$ cat src/hw/rtl/ps2ws_pkg.sv
// shared types, constants and register indexes for the ps2 wheel scroll core
// no dependencies; compiled first
package ps2ws_pkg;

   localparam int ROW_BITS_DEF = 12;

   localparam int BYTE_W  = 8;
   localparam int TIME_W  = 64;
   localparam int FIELD_W = 12;
   localparam int MULT_W  = 4;
   localparam int CSR_IDX_W = 2;

   localparam int SYNC_BIT = 3;
   localparam int SIGN_BIT = 7;

   localparam logic [TIME_W-1:0]  FAST_THRESHOLD_RST  = 64'd10000000;
   localparam logic [MULT_W-1:0]  FAST_MULTIPLIER_RST = 4'd3;
   localparam logic [FIELD_W-1:0] SCREEN_ROWS_RST     = 12'd25;
   localparam logic [MULT_W-1:0]  SLOW_STEP           = 4'd1;

   typedef enum logic [CSR_IDX_W-1:0] {
      CSR_FAST_THRESHOLD  = 2'd0,
      CSR_FAST_MULTIPLIER = 2'd1,
      CSR_SCREEN_ROWS     = 2'd2
   } csr_index_type;

   // packet framer position, one-hot
   typedef enum logic [3:0] {
      POS_SYNC  = 4'b0001,
      POS_X     = 4'b0010,
      POS_Y     = 4'b0100,
      POS_WHEEL = 4'b1000
   } pos_type;

   typedef struct packed {
      logic [TIME_W-1:0]  fast_threshold;
      logic [MULT_W-1:0]  fast_multiplier;
      logic [FIELD_W-1:0] screen_rows;
   } cfg_type;

   typedef struct packed {
      logic [BYTE_W-1:0]  data_byte;
      logic [TIME_W-1:0]  time_stamp;
      logic [FIELD_W-1:0] content_rows;
   } item_type;

   typedef struct packed {
      logic [FIELD_W-1:0] view_row;
      logic               refresh;
      logic               packet_done;
      logic               sync_drop;
   } result_type;

endpackage

$ cat src/hw/rtl/ps2ws_if.sv
// valid/ready channel interfaces for the byte input and the result output
// depends on ps2ws_pkg
interface ps2ws_req_if;
   import ps2ws_pkg::*;
   logic               valid;
   logic               ready;
   logic [BYTE_W-1:0]  data_byte;
   logic [TIME_W-1:0]  time_stamp;
   logic [FIELD_W-1:0] content_rows;

   modport source (output valid, output data_byte, output time_stamp,
                   output content_rows, input ready);
   modport sink (input valid, input data_byte, input time_stamp,
                 input content_rows, output ready);
endinterface

interface ps2ws_rsp_if;
   import ps2ws_pkg::*;
   logic               valid;
   logic               ready;
   logic [FIELD_W-1:0] view_row;
   logic               refresh;
   logic               packet_done;
   logic               sync_drop;

   modport source (output valid, output view_row, output refresh,
                   output packet_done, output sync_drop, input ready);
   modport sink (input valid, input view_row, input refresh,
                 input packet_done, input sync_drop, output ready);
endinterface

$ cat src/hw/rtl/ps2_wheel_packet_scroll_core.sv
// ps2 wheel-mouse packet framer with accelerated wheel scrolling of a text view
// depends on ps2ws_pkg, ps2ws_if and ps2ws_step
//
// Takes one mouse byte per cycle on req_chan and gives one result word per byte on
// rsp_chan, in order. A byte is captured in an input register, the framing and
// scroll update run combinationally from that register into the result register,
// so a steady stream moves at one byte per clock; a stalled result holds the result
// register and one more byte waits in the input register before req_chan.ready
// drops. Framing, the wheel step and the row clamp all live in the one compute
// stage, whose longest path is the 64-bit time gap subtract and threshold compare.
// The user must write registers through csr_we/csr_index/csr_wdata only while no
// byte is in flight; the core itself does not enforce this.
module ps2_wheel_packet_scroll_core #(
   parameter int ROW_BITS = ps2ws_pkg::ROW_BITS_DEF
) (
   input  logic                              clock,
   input  logic                              reset,
   ps2ws_req_if.sink                         req_chan,
   ps2ws_rsp_if.source                       rsp_chan,
   input  logic                              csr_we,
   input  logic [ps2ws_pkg::CSR_IDX_W-1:0]   csr_index,
   input  logic [ps2ws_pkg::TIME_W-1:0]      csr_wdata
);
   import ps2ws_pkg::*;

   cfg_type              cfg_ff;
   logic                 s1_valid_ff;
   item_type             s1_item_ff;
   logic                 rsp_valid_ff;
   result_type           rsp_ff;
   pos_type              pos_ff, pos_in;
   logic [TIME_W-1:0]    scroll_time_ff, scroll_time_in;
   logic [ROW_BITS-1:0]  view_ff, view_in;
   result_type           result_in;
   logic                 s1_fire, req_fire;

   assign s1_fire  = s1_valid_ff && (!rsp_valid_ff || rsp_chan.ready);
   assign req_chan.ready = !s1_valid_ff || s1_fire;
   assign req_fire = req_chan.valid && req_chan.ready;

   always_ff @(posedge clock) begin
      if (reset) begin
         cfg_ff.fast_threshold  <= FAST_THRESHOLD_RST;
         cfg_ff.fast_multiplier <= FAST_MULTIPLIER_RST;
         cfg_ff.screen_rows     <= SCREEN_ROWS_RST;
      end else if (csr_we) begin
         case (csr_index_type'(csr_index))
            CSR_FAST_THRESHOLD:  cfg_ff.fast_threshold  <= csr_wdata;
            CSR_FAST_MULTIPLIER: cfg_ff.fast_multiplier <= csr_wdata[MULT_W-1:0];
            CSR_SCREEN_ROWS:     cfg_ff.screen_rows     <= csr_wdata[FIELD_W-1:0];
            default: ;
         endcase
      end
   end

   // input register
   always_ff @(posedge clock) begin
      if (reset) begin
         s1_valid_ff <= 1'b0;
      end else if (req_chan.ready) begin
         s1_valid_ff <= req_chan.valid;
      end
      if (req_fire) begin
         s1_item_ff.data_byte    <= req_chan.data_byte;
         s1_item_ff.time_stamp   <= req_chan.time_stamp;
         s1_item_ff.content_rows <= req_chan.content_rows;
      end
   end

   ps2ws_step #(.ROW_BITS(ROW_BITS)) u_step (
      .cfg              (cfg_ff),
      .item             (s1_item_ff),
      .pos              (pos_ff),
      .scroll_time      (scroll_time_ff),
      .view             (view_ff),
      .pos_next         (pos_in),
      .scroll_time_next (scroll_time_in),
      .view_next        (view_in),
      .result           (result_in)
   );

   // framer state and result register
   always_ff @(posedge clock) begin
      if (reset) begin
         pos_ff         <= POS_SYNC;
         scroll_time_ff <= '0;
         view_ff        <= '0;
         rsp_valid_ff   <= 1'b0;
      end else begin
         if (s1_fire) begin
            pos_ff         <= pos_in;
            scroll_time_ff <= scroll_time_in;
            view_ff        <= view_in;
            rsp_valid_ff   <= 1'b1;
         end else if (rsp_chan.ready) begin
            rsp_valid_ff <= 1'b0;
         end
      end
      if (s1_fire) rsp_ff <= result_in;
   end

   assign rsp_chan.valid       = rsp_valid_ff;
   assign rsp_chan.view_row    = rsp_ff.view_row;
   assign rsp_chan.refresh     = rsp_ff.refresh;
   assign rsp_chan.packet_done = rsp_ff.packet_done;
   assign rsp_chan.sync_drop   = rsp_ff.sync_drop;

   a_drop_not_done: assert property (@(posedge clock) disable iff (reset)
      rsp_valid_ff |-> !(rsp_ff.sync_drop && rsp_ff.packet_done))
      else $error("sync drop and packet done on the same word");

   a_refresh_on_wheel: assert property (@(posedge clock) disable iff (reset)
      (rsp_valid_ff && rsp_ff.refresh) |-> rsp_ff.packet_done)
      else $error("refresh on a word that did not end a packet");

   a_wrap_after_wheel: assert property (@(posedge clock) disable iff (reset)
      (s1_fire && pos_ff == POS_WHEEL) |=> pos_ff == POS_SYNC)
      else $error("framer did not return to sync after wheel byte");

   a_view_holds_idle: assert property (@(posedge clock) disable iff (reset)
      !s1_fire |=> $stable(view_ff) && $stable(scroll_time_ff))
      else $error("scroll state changed without a byte");

endmodule

$ cat src/hw/rtl/ps2ws_step.sv
// one-word packet framing and wheel scroll update, pure combinational
// depends on ps2ws_pkg
module ps2ws_step #(
   parameter int ROW_BITS = ps2ws_pkg::ROW_BITS_DEF
) (
   input  ps2ws_pkg::cfg_type                cfg,
   input  ps2ws_pkg::item_type               item,
   input  ps2ws_pkg::pos_type                pos,
   input  logic [ps2ws_pkg::TIME_W-1:0]      scroll_time,
   input  logic [ROW_BITS-1:0]               view,
   output ps2ws_pkg::pos_type                pos_next,
   output logic [ps2ws_pkg::TIME_W-1:0]      scroll_time_next,
   output logic [ROW_BITS-1:0]               view_next,
   output ps2ws_pkg::result_type             result
);
   import ps2ws_pkg::*;

   localparam int SUM_W = ((ROW_BITS > FIELD_W) ? ROW_BITS : FIELD_W) + 2;
   localparam logic [SUM_W-1:0] ROW_MAX = SUM_W'((33'd1 << ROW_BITS) - 33'd1);

   logic [TIME_W-1:0] gap;
   logic [MULT_W-1:0] step;
   logic [SUM_W-1:0]  old_w, step_w, scr_w, head_w;
   logic [SUM_W-1:0]  room, adv, down_sum, down_row, up_row;
   logic              blocked, wheel_move;
   logic [SUM_W-1:0]  new_w;

   assign gap    = item.time_stamp - scroll_time;
   assign step   = (gap < cfg.fast_threshold) ? cfg.fast_multiplier : SLOW_STEP;
   assign old_w  = SUM_W'(view);
   assign step_w = SUM_W'(step);
   assign scr_w  = SUM_W'(cfg.screen_rows);
   assign head_w = SUM_W'(item.content_rows);

   // down: advance while view + screen rows stays within the content
   assign blocked  = (old_w + scr_w) > head_w;
   assign room     = head_w + SUM_W'(1) - scr_w - old_w;
   assign adv      = (step_w < room) ? step_w : room;
   assign down_sum = old_w + adv;
   assign down_row = blocked ? old_w : ((down_sum > ROW_MAX) ? ROW_MAX : down_sum);
   assign up_row   = (old_w >= step_w) ? (old_w - step_w) : '0;

   assign wheel_move = (pos == POS_WHEEL) && (item.data_byte != '0);
   assign new_w = item.data_byte[SIGN_BIT] ? up_row : down_row;

   assign scroll_time_next = wheel_move ? item.time_stamp : scroll_time;
   assign view_next        = wheel_move ? new_w[ROW_BITS-1:0] : view;

   always_comb begin
      pos_next = pos;
      result.sync_drop   = 1'b0;
      result.packet_done = 1'b0;
      result.refresh     = (view_next != view);
      result.view_row    = FIELD_W'(SUM_W'(view_next));
      case (pos)
         POS_SYNC: begin
            if (item.data_byte[SYNC_BIT]) pos_next = POS_X;
            else result.sync_drop = 1'b1;
         end
         POS_X:     pos_next = POS_Y;
         POS_Y:     pos_next = POS_WHEEL;
         POS_WHEEL: begin
            pos_next = POS_SYNC;
            result.packet_done = 1'b1;
         end
         default:   pos_next = POS_SYNC;
      endcase
   end

endmodule

$ cat src/flat_wrapper.sv
// flat-port wrapper written by rule: the top's interface ports become plain ports
module ps2_wheel_packet_scroll_core_flat import ps2ws_pkg::*;
#(
   parameter int ROW_BITS = ps2ws_pkg::ROW_BITS_DEF
)
  (clock, reset, csr_we, csr_index, csr_wdata, req_chan_valid, req_chan_data_byte, req_chan_time_stamp, req_chan_content_rows, req_chan_ready, rsp_chan_valid, rsp_chan_view_row, rsp_chan_refresh, rsp_chan_packet_done, rsp_chan_sync_drop, rsp_chan_ready);
  ps2ws_req_if req_chan_i ();
  ps2ws_rsp_if rsp_chan_i ();
  input  logic clock;
  input  logic reset;
  input  logic csr_we;
  input  logic [ps2ws_pkg::CSR_IDX_W-1:0] csr_index;
  input  logic [ps2ws_pkg::TIME_W-1:0] csr_wdata;
  input wire logic [$bits(req_chan_i.valid)-1:0] req_chan_valid;
  input wire logic [$bits(req_chan_i.data_byte)-1:0] req_chan_data_byte;
  input wire logic [$bits(req_chan_i.time_stamp)-1:0] req_chan_time_stamp;
  input wire logic [$bits(req_chan_i.content_rows)-1:0] req_chan_content_rows;
  output wire logic [$bits(req_chan_i.ready)-1:0] req_chan_ready;
  output wire logic [$bits(rsp_chan_i.valid)-1:0] rsp_chan_valid;
  output wire logic [$bits(rsp_chan_i.view_row)-1:0] rsp_chan_view_row;
  output wire logic [$bits(rsp_chan_i.refresh)-1:0] rsp_chan_refresh;
  output wire logic [$bits(rsp_chan_i.packet_done)-1:0] rsp_chan_packet_done;
  output wire logic [$bits(rsp_chan_i.sync_drop)-1:0] rsp_chan_sync_drop;
  input wire logic [$bits(rsp_chan_i.ready)-1:0] rsp_chan_ready;
  assign req_chan_i.valid = req_chan_valid;
  assign req_chan_i.data_byte = req_chan_data_byte;
  assign req_chan_i.time_stamp = req_chan_time_stamp;
  assign req_chan_i.content_rows = req_chan_content_rows;
  assign req_chan_ready = req_chan_i.ready;
  assign rsp_chan_valid = rsp_chan_i.valid;
  assign rsp_chan_view_row = rsp_chan_i.view_row;
  assign rsp_chan_refresh = rsp_chan_i.refresh;
  assign rsp_chan_packet_done = rsp_chan_i.packet_done;
  assign rsp_chan_sync_drop = rsp_chan_i.sync_drop;
  assign rsp_chan_i.ready = rsp_chan_ready;
  ps2_wheel_packet_scroll_core #(.ROW_BITS(ROW_BITS)) u_core (.clock(clock), .reset(reset), .req_chan(req_chan_i), .rsp_chan(rsp_chan_i), .csr_we(csr_we), .csr_index(csr_index), .csr_wdata(csr_wdata));
endmodule
$ cat config.mk
export PLATFORM = sky130hd
export DESIGN_NAME = ps2_wheel_packet_scroll_core_flat
export DESIGN_NICKNAME = d
export VERILOG_FILES = /design/src/hw/rtl/ps2ws_pkg.sv /design/src/hw/rtl/ps2ws_if.sv /design/src/hw/rtl/ps2_wheel_packet_scroll_core.sv /design/src/hw/rtl/ps2ws_step.sv /design/src/flat_wrapper.sv
export SDC_FILE = /design/constraint.sdc
export NUM_CORES = 1
export LEC_CHECK = 0
export BUFFER_PORTS_ARGS = -buffer_cell sky130_fd_sc_hd__clkbuf_2
export CAP_MARGIN = 20
export CORE_MARGIN = 2
export CORE_UTILIZATION = 45
export CTS_CLUSTER_SIZE = 16
export DETAILED_ROUTE_END_ITERATION = 12
export GPL_ROUTABILITY_DRIVEN = 0
export PLACE_DENSITY = 0.6
export SYNTH_ARGS = -nofsm -noshare
export SYNTH_HDL_FRONTEND = slang
export SYNTH_SLANG_ARGS = --single-unit
$ cat constraint.sdc
create_clock -name clock -period 25 [get_ports clock]
set_clock_uncertainty 0.05 [all_clocks]
set_input_delay 3.75 -clock clock [delete_from_list [all_inputs] [get_ports clock]]
set_output_delay 3.75 -clock clock [all_outputs]
set_load 0.02 [all_outputs]
==> flow_metrics.env, run 1 <==
export IMPL_multi_input_area_um2=10400
export IMPL_start_util=0.457
export IMPL_drt_wl_total_um=47600
export IMPL_p_per_area_nw_per_um2=56.4
export IMPL_fin_hold_ws_ns=0.403
export IMPL_max_slew_margin_rel=0.297
export IMPL_cts_root_buf="clkbuf_16"
export IMPL_die_x_um=202
export IMPL_dieArea_um2=40900
export IMPL_grt_pass1_vias=14584
export IMPL_grt_pass1_wl_um=76600
export IMPL_path_max_fanout=14
export IMPL_cts_repair_resized=0
export IMPL_viasPerCell=5.51
export IMPL_timing_hold_violations_final=0
export IMPL_reg2reg_depth=41
export IMPL_drt_iter0_drc=1281
export IMPL_power_leakage_nw=7.91
export IMPL_r2r_slack_ns=14.98
export IMPL_antenna_found_initial=0
export IMPL_rsz0062_at_grt="false"
export IMPL_synth_simple_area_share=0.152
export IMPL_setup_violations=0
export IMPL_period_minus_slack_ns=10.02
export IMPL_cp_slowest_cell="a211oi_1"
export IMPL_max_freq_mhz=99.8
export IMPL_drc=0
export IMPL_portBuffers=171
export IMPL_cp_arrival_ns=10.25
export IMPL_drt_pass1_iter_count=5
export IMPL_synthDistinctLibCells=98
export IMPL_n_fill_cell=3758
export IMPL_final_max_slew_violation_count=0
export IMPL_ys_ff_latch=261
export IMPL_slowest_delay_ns=0.79
export IMPL_synth_largest_area_cell="dfxtp_1"
export IMPL_crit_top_cell="ha_1"
export IMPL_ir_worst_vdd_v=0.0000564
export IMPL_regArea_um2=6220
export IMPL_cp_startpoint="u_core.s1_item_ff[36]"
export IMPL_end_kind="register"
export IMPL_maxCapViolCount=0
export IMPL_drive_gt1_frac=0.124
export IMPL_clockBufferDepth=3
export IMPL_start_kind="register"
export IMPL_post_cts_setup_buffer_count=0
export IMPL_fin_crit_sh=0.401
export IMPL_syn_area_per_cell_um2=8.60
export IMPL_yosys_top_cells_area="dfxtp_1 18%, edfxtp_1 17%, ha_1 14%, a21oi_1 7.3%, nand2_1 6.9%"
export IMPL_globalRouteTotalUtil=0.230
export IMPL_synth_top_family_by_area="compound AO/OA/AOI/OAI gates"
export IMPL_fin_total_pwr_mw=1.13
export IMPL_ys_flop_type="dfxtp_1"
export IMPL_cts_tree="done"
export IMPL_yosys_area_share_xor_xnor=0.0455
export IMPL_critical_path_required_ns=25.24
export IMPL_synth_compound_area_share=0.220
export IMPL_ant_nets=0
export IMPL_r2r_start="u_core.s1_item_ff[36]"
export IMPL_dp_hpwl_um=36000
export IMPL_antenna_cells=0
export IMPL_cts_sink_count=261
export IMPL_clk_pin_slew_ns=0.06
export IMPL_nets=2574
export IMPL_rows=72
export IMPL_synth_top_area_share=0.183
export IMPL_synth_commonest_cells="326 x nand2_1, 258 x a21oi_1, 203 x ha_1"
export IMPL_synth_area_um2=17700
export IMPL_worstSkewPairLatency_ns=0.58
export IMPL_syn_to_final_growth_pct=13.2
export IMPL_yosysWarnings=0
export IMPL_ys_seq_area_frac=0.351
export IMPL_yosys_mux_area_fraction=0.00813
export IMPL_grt_ovfl_total=0
export IMPL_coreArea_um2=38700
export IMPL_finalSetupTns_ns=0
export IMPL_yosysMostFrequentCell="nand2_1"
export IMPL_num_io_pins=172
export IMPL_critical_path_class="reg2reg"
export IMPL_outcome="completed"
export IMPL_grt_max_degree=96
export IMPL_worst_pin_slew_ns=1.05
export IMPL_hold_path_end="u_core.scroll_time_ff[5]"
export IMPL_h_tree_depth=1
export IMPL_whs_path_depth=2
export IMPL_hold_path_class="reg2reg"
export IMPL_synth_fa_ha_area_frac=0.162
export IMPL_wl_per_cell_um=17.4
export IMPL_synthArstFlopShare=0
export IMPL_rr_endpoint="u_core.rsp_chan.refresh"
export IMPL_via_count=15116
export IMPL_syn_inst=2059
export IMPL_hp_start="u_core.scroll_time_ff[5]"
export IMPL_hold_buffers=0
export IMPL_cts_buffers=30
export IMPL_fp_dieH_um=202
export IMPL_synth_edff_count=99
==> final cells by class <==
cell class | instances | area share
Inverter | 205 | 0.0384
Multi-Input combinational cell | 1524 | 0.520
Sequential cell | 261 | 0.310
Tap cell | 518 | 0.0323
Clock inverter | 18 | 0.0118
Timing Repair Buffer | 178 | 0.0455
Clock buffer | 38 | 0.0415
==> kinds of logic after synthesis <==
| logic type | after synthesis |
|---|---|
| buffers and inverters | 281 |
| AOI/OAI and AO/OA | 595 |
| DFF | 261 |
| other | 1 |
| and+or+nand+nor | 596 |
| muxes | 14 |
| adders and majority gates | 219 |
| xor gates and xnor gates | 92 |
==> layout by cell type (no fill, tap or decap), types with 9 or more instances in the layout <==
cell type,n
clkbuf_16,31
nor3_1,20
dfxtp_1,162
o21a_1,20
fa_1,16
o21ai_0,55
a21o_1,63
o21bai_1,17
nand2_1,325
inv_1,201
ha_1,203
xnor2_1,58
mux2i_1,11
xor2_1,34
nor4_1,12
nand4_1,39
o221ai_1,9
edfxtp_1,99
o21ai_1,12
a211o_1,17
a21boi_0,11
a21oi_1,258
and2_1,9
nand2b_1,21
o211ai_1,15
a211oi_1,19
clkbuf_2,170
a31oi_1,12
nor2_1,100
nand3_1,17
==> sequential cells by signal (all words and copies together), names as in the netlist, 4 cells and up <==
register / cells
u_core.pos_ff: 4
u_core.scroll_time_ff: 64
u_core.view_ff: 12
u_core.cfg_ff: 80
u_core.s1_item_ff: 84
u_core.rsp_chan.view_row: 12
==> worst max-delay path: cells and delay by family, from the launching register on <==
kind            cells  cell delay, ns
fa+ha+maj           5            1.44
xor+xnor            1            0.17
mux                 1            0.22
flops               1            0.40
compound gates     22            4.96
buf+inv             1            0.06
simple gates       11            2.39
==> stage by stage <==
step / util / worst slack (ns) / std cells / instance area (um2)
finish: 0.517 / 14.98 / 2742 / 20000
global route: 0.517 / 14.19 / 2742 / 20000
CTS: 0.517 / 14.96 / 2742 / 20000
detailed placement: 0.490 / 14.98 / 2686 / 19000
global placement: 0.490 / 15.31 / 2686 / 19000
floorplan: - / 16.70 / 2066 / 17700
==> worst max-delay path by stage <==
stage	to	slack, ns	cells past startpoint
final	u_core.rsp_chan.refresh	14.98	41
after global routing	u_core.rsp_chan.refresh	14.19	43
after CTS	u_core.rsp_chan.refresh	14.96	44
after detailed placement	u_core.rsp_chan.refresh	14.98	44
after global placement	u_core.rsp_chan.refresh	15.31	41
after floorplan	u_core.rsp_chan.refresh	16.70	41
==> report_power, final <==
group | internal (mW) | switching [mW]
Clock | 0.287 | 0.186
Sequential | 0.457 | 0.00914
Combinational | 0.0805 | 0.110
==> routing by layer <==
layer,global-route usage,share of wire,up-vias
li1,-,-,7541
met1,0.307,0.45,7075
met2,0.386,0.47,402
met3,0.0310,0.047,96
met4,0.0691,0.032,2
met5,0.0107,0.0012,-
No activity file was read; power rests on OpenSTA's default activity.
==> run 2: changes to the inputs <==
ABC_AREA = 1   (was default)
clock period = 9.5 ns   (was 25 ns; I/O delays follow)
==> run 2 against run 1 <==
Effect of this change: power grew to 2.7 times the previous value; critical path depth grew 7; critical endpoint unchanged; clock power grew 140%; first-iteration DRC count shrank 22%; die area grew 1.4%; combinational power grew to 3.3 times the previous value; flip-flop and latch count is the same; worst hold slack gained 0.0050 ns; synthesized cell count grew 11%; via count grew 5.5%; register-to-register slack lost 13 ns; cell count grew 9.3%; largest power group is now sequential cells.
==> flow_metrics.env, run 2 <==
export IMPL_synth_largest_area_cell="dfxtp_1"
export IMPL_final_cell_count_no_fill=2998
export IMPL_hold_buffers=0
export IMPL_fin_hold_ws_ns=0.408
export IMPL_wl_per_cell_um=16.5
export IMPL_final_max_slew_violation_count=0
export IMPL_cts_sink_count=261
export IMPL_synth_commonest_cells="358 x inv_1, 340 x nand2_1, 293 x a21oi_1"
export IMPL_synth_edff_count=99
export IMPL_ys_seq_area_frac=0.346
export IMPL_n_fill_cell=3936
export IMPL_crit_top_cell="nand2_1"
export IMPL_grt_pass1_wl_um=78500
export IMPL_layout_common_cells="355 x inv_1, 340 x nand2_1, 293 x a21oi_1"
export IMPL_coreArea_um2=39500
export IMPL_max_freq_mhz=127
export IMPL_cp_slowest_cell="fa_1"
export IMPL_outcome="completed"
export IMPL_drive_gt1_frac=0.122
export IMPL_drt_pass1_iter_count=6
export IMPL_antenna_cells=0
export IMPL_grt_pass1_vias=15271
export IMPL_period_minus_slack_ns=7.89
export IMPL_layout_commonest_cell="inv_1"
export IMPL_maxCapViolCount=0
export IMPL_top_regs="u_core.s1_item_ff (84), u_core.cfg_ff (80), u_core.scroll_time_ff (64)"
export IMPL_timing_hold_violations_final=0
export IMPL_fin_total_pwr_mw=3.01
export IMPL_worstSkewPairLatency_ns=0.58
export IMPL_p_per_area_nw_per_um2=148
export IMPL_die_x_um=204
export IMPL_rows=73
export IMPL_setup_violations=0
export IMPL_start_util=0.454
export IMPL_syn_area_per_cell_um2=7.86
export IMPL_viasPerCell=5.32
export IMPL_hp_start="u_core.scroll_time_ff[34]"
export IMPL_grt_max_degree=126
export IMPL_clockBufferDepth=3
export IMPL_critical_path_class="reg2reg"
export IMPL_cp_arrival_ns=8.17
export IMPL_start_kind="register"
export IMPL_ant_nets=0
export IMPL_path_max_fanout=11
export IMPL_max_slew_margin_rel=0.443
export IMPL_cts_tree="done"
export IMPL_slowest_delay_ns=0.42
export IMPL_synthArstFlopShare=0
export IMPL_r2r_slack_ns=1.61
export IMPL_num_io_pins=172
export IMPL_power_leakage_nw=9.00
export IMPL_synth_top_area_share=0.181
export IMPL_post_cts_setup_buffer_count=0
export IMPL_syn_inst=2285
export IMPL_hold_path_class="reg2reg"
export IMPL_nets=2823
export IMPL_fin_crit_sh=0.830
export IMPL_finalSetupTns_ns=0
export IMPL_clk_pin_slew_ns=0.06
export IMPL_cts_root_buf="clkbuf_16"
export IMPL_end_kind="register"
export IMPL_drc=0
export IMPL_globalRouteTotalUtil=0.236
export IMPL_largest_reg_flops=84
export IMPL_portBuffers=171
export IMPL_fp_dieH_um=204
export IMPL_yosysMostFrequentCell="inv_1"
export IMPL_synth_area_um2=18000
export IMPL_h_tree_depth=1
export IMPL_grt_ovfl_total=0
export IMPL_top_register="u_core.s1_item_ff"
export IMPL_synthDistinctLibCells=59
export IMPL_syn_to_final_growth_pct=13.2
export IMPL_ir_worst_vdd_v=0.000134
export IMPL_yosys_top_cells_area="dfxtp_1 18%, edfxtp_1 17%, ha_1 14%, a21oi_1 8.2%, inv_1 7.5%"
export IMPL_dp_hpwl_um=39600
export IMPL_drt_iter0_drc=993
export IMPL_ys_ff_latch=261
export IMPL_antenna_found_initial=0
export IMPL_rsz0062_at_grt="false"
export IMPL_drt_wl_total_um=49500
export IMPL_yosysWarnings=0
export IMPL_dieArea_um2=41500
export IMPL_cp_startpoint="u_core.s1_item_ff[35]"
export IMPL_r2r_start="u_core.s1_item_ff[35]"
export IMPL_critical_path_required_ns=9.78
export IMPL_dp_cells=2941
export IMPL_ys_flop_type="dfxtp_1"
export IMPL_cts_buffers=30
export IMPL_post_route_util=0.514
export IMPL_cts_repair_resized=0
export IMPL_worst_pin_slew_ns=0.835
export IMPL_via_count=15941
==> run 2: changes by cell type after synthesis, moves of 21 or more <==
cell	previous run	this run
inv_1	201	358
o21ai_0	55	206
nand3_1	17	93
a21o_1	63	4
xnor2_1	58	21
a21oi_1	258	293
nor2_1	100	135
xor2_1	34	69
nand2b_1	21	0
==> run 2: kinds of logic after synthesis <==
| group | share of synthesized area |
|---|---|
| fa+ha+maj | 0.159 |
| buf+inv | 0.0901 |
| flops | 0.346 |
| simple gates | 0.165 |
| compound gates | 0.195 |
| other cells | 0.000209 |
| xor+xnor | 0.0439 |
==> run 2: worst max-delay path: cells and delay by family, from the launching register on <==
family                     cells  cell delay, ns
DFF                            1            0.38
AOI/OAI and AO/OA              9            2.22
and+or+nand+nor               28            3.18
xor gates and xnor gates       1            0.14
buffers and inverters          5            0.28
adders and majority gates      5            1.42
==> run 2: final timing paths <==
| path | cells past startpoint | endpoint |
|---|---|---|
| setup / recovery | 48 | u_core.rsp_chan.refresh |
| hold / removal | 2 | u_core.scroll_time_ff[34] |
| setup reg to reg | 48 | u_core.rsp_chan.refresh |
| hold reg to reg | 2 | u_core.scroll_time_ff[34] |
==> run 2: through the flow <==
step / setup slack [ns] / area, um2
3_5_place_dp: 1.71 / 19300
2_1_floorplan: 3.04 / 18000
5_1_grt: 0.960 / 20300
6_report: 1.61 / 20300
3_3_place_gp: 1.95 / 19300
4_1_cts: 1.68 / 20300
==> run 2: per-layer routing <==
layer,up-vias,track usage,wire length (um)
met4,0,0.0920,2010
li1,8055,-,-
met3,115,0.0278,2390
met1,7345,0.302,21600
met5,-,0,0
met2,426,0.406,23500
==> run 2: final cells by class <==
class	count	area [um2]	area share
Inverter	364	1380	0.0677
Sequential cell	261	6220	0.306
Clock inverter	14	104	0.00511
Clock buffer	42	890	0.0438
Multi-Input combinational cell	1614	10100	0.500
Tap cell	525	657	0.0323
Timing Repair Buffer	178	928	0.0457
==> run 2: report_power, final <==
| part | switching (mW) | leakage, nW | internal [mW] |
|---|---|---|---|
| clock network | 0.491 | 0.476 | 0.658 |
| logic | 0.395 | 6.24 | 0.235 |
| registers | 0.0232 | 2.28 | 1.21 |
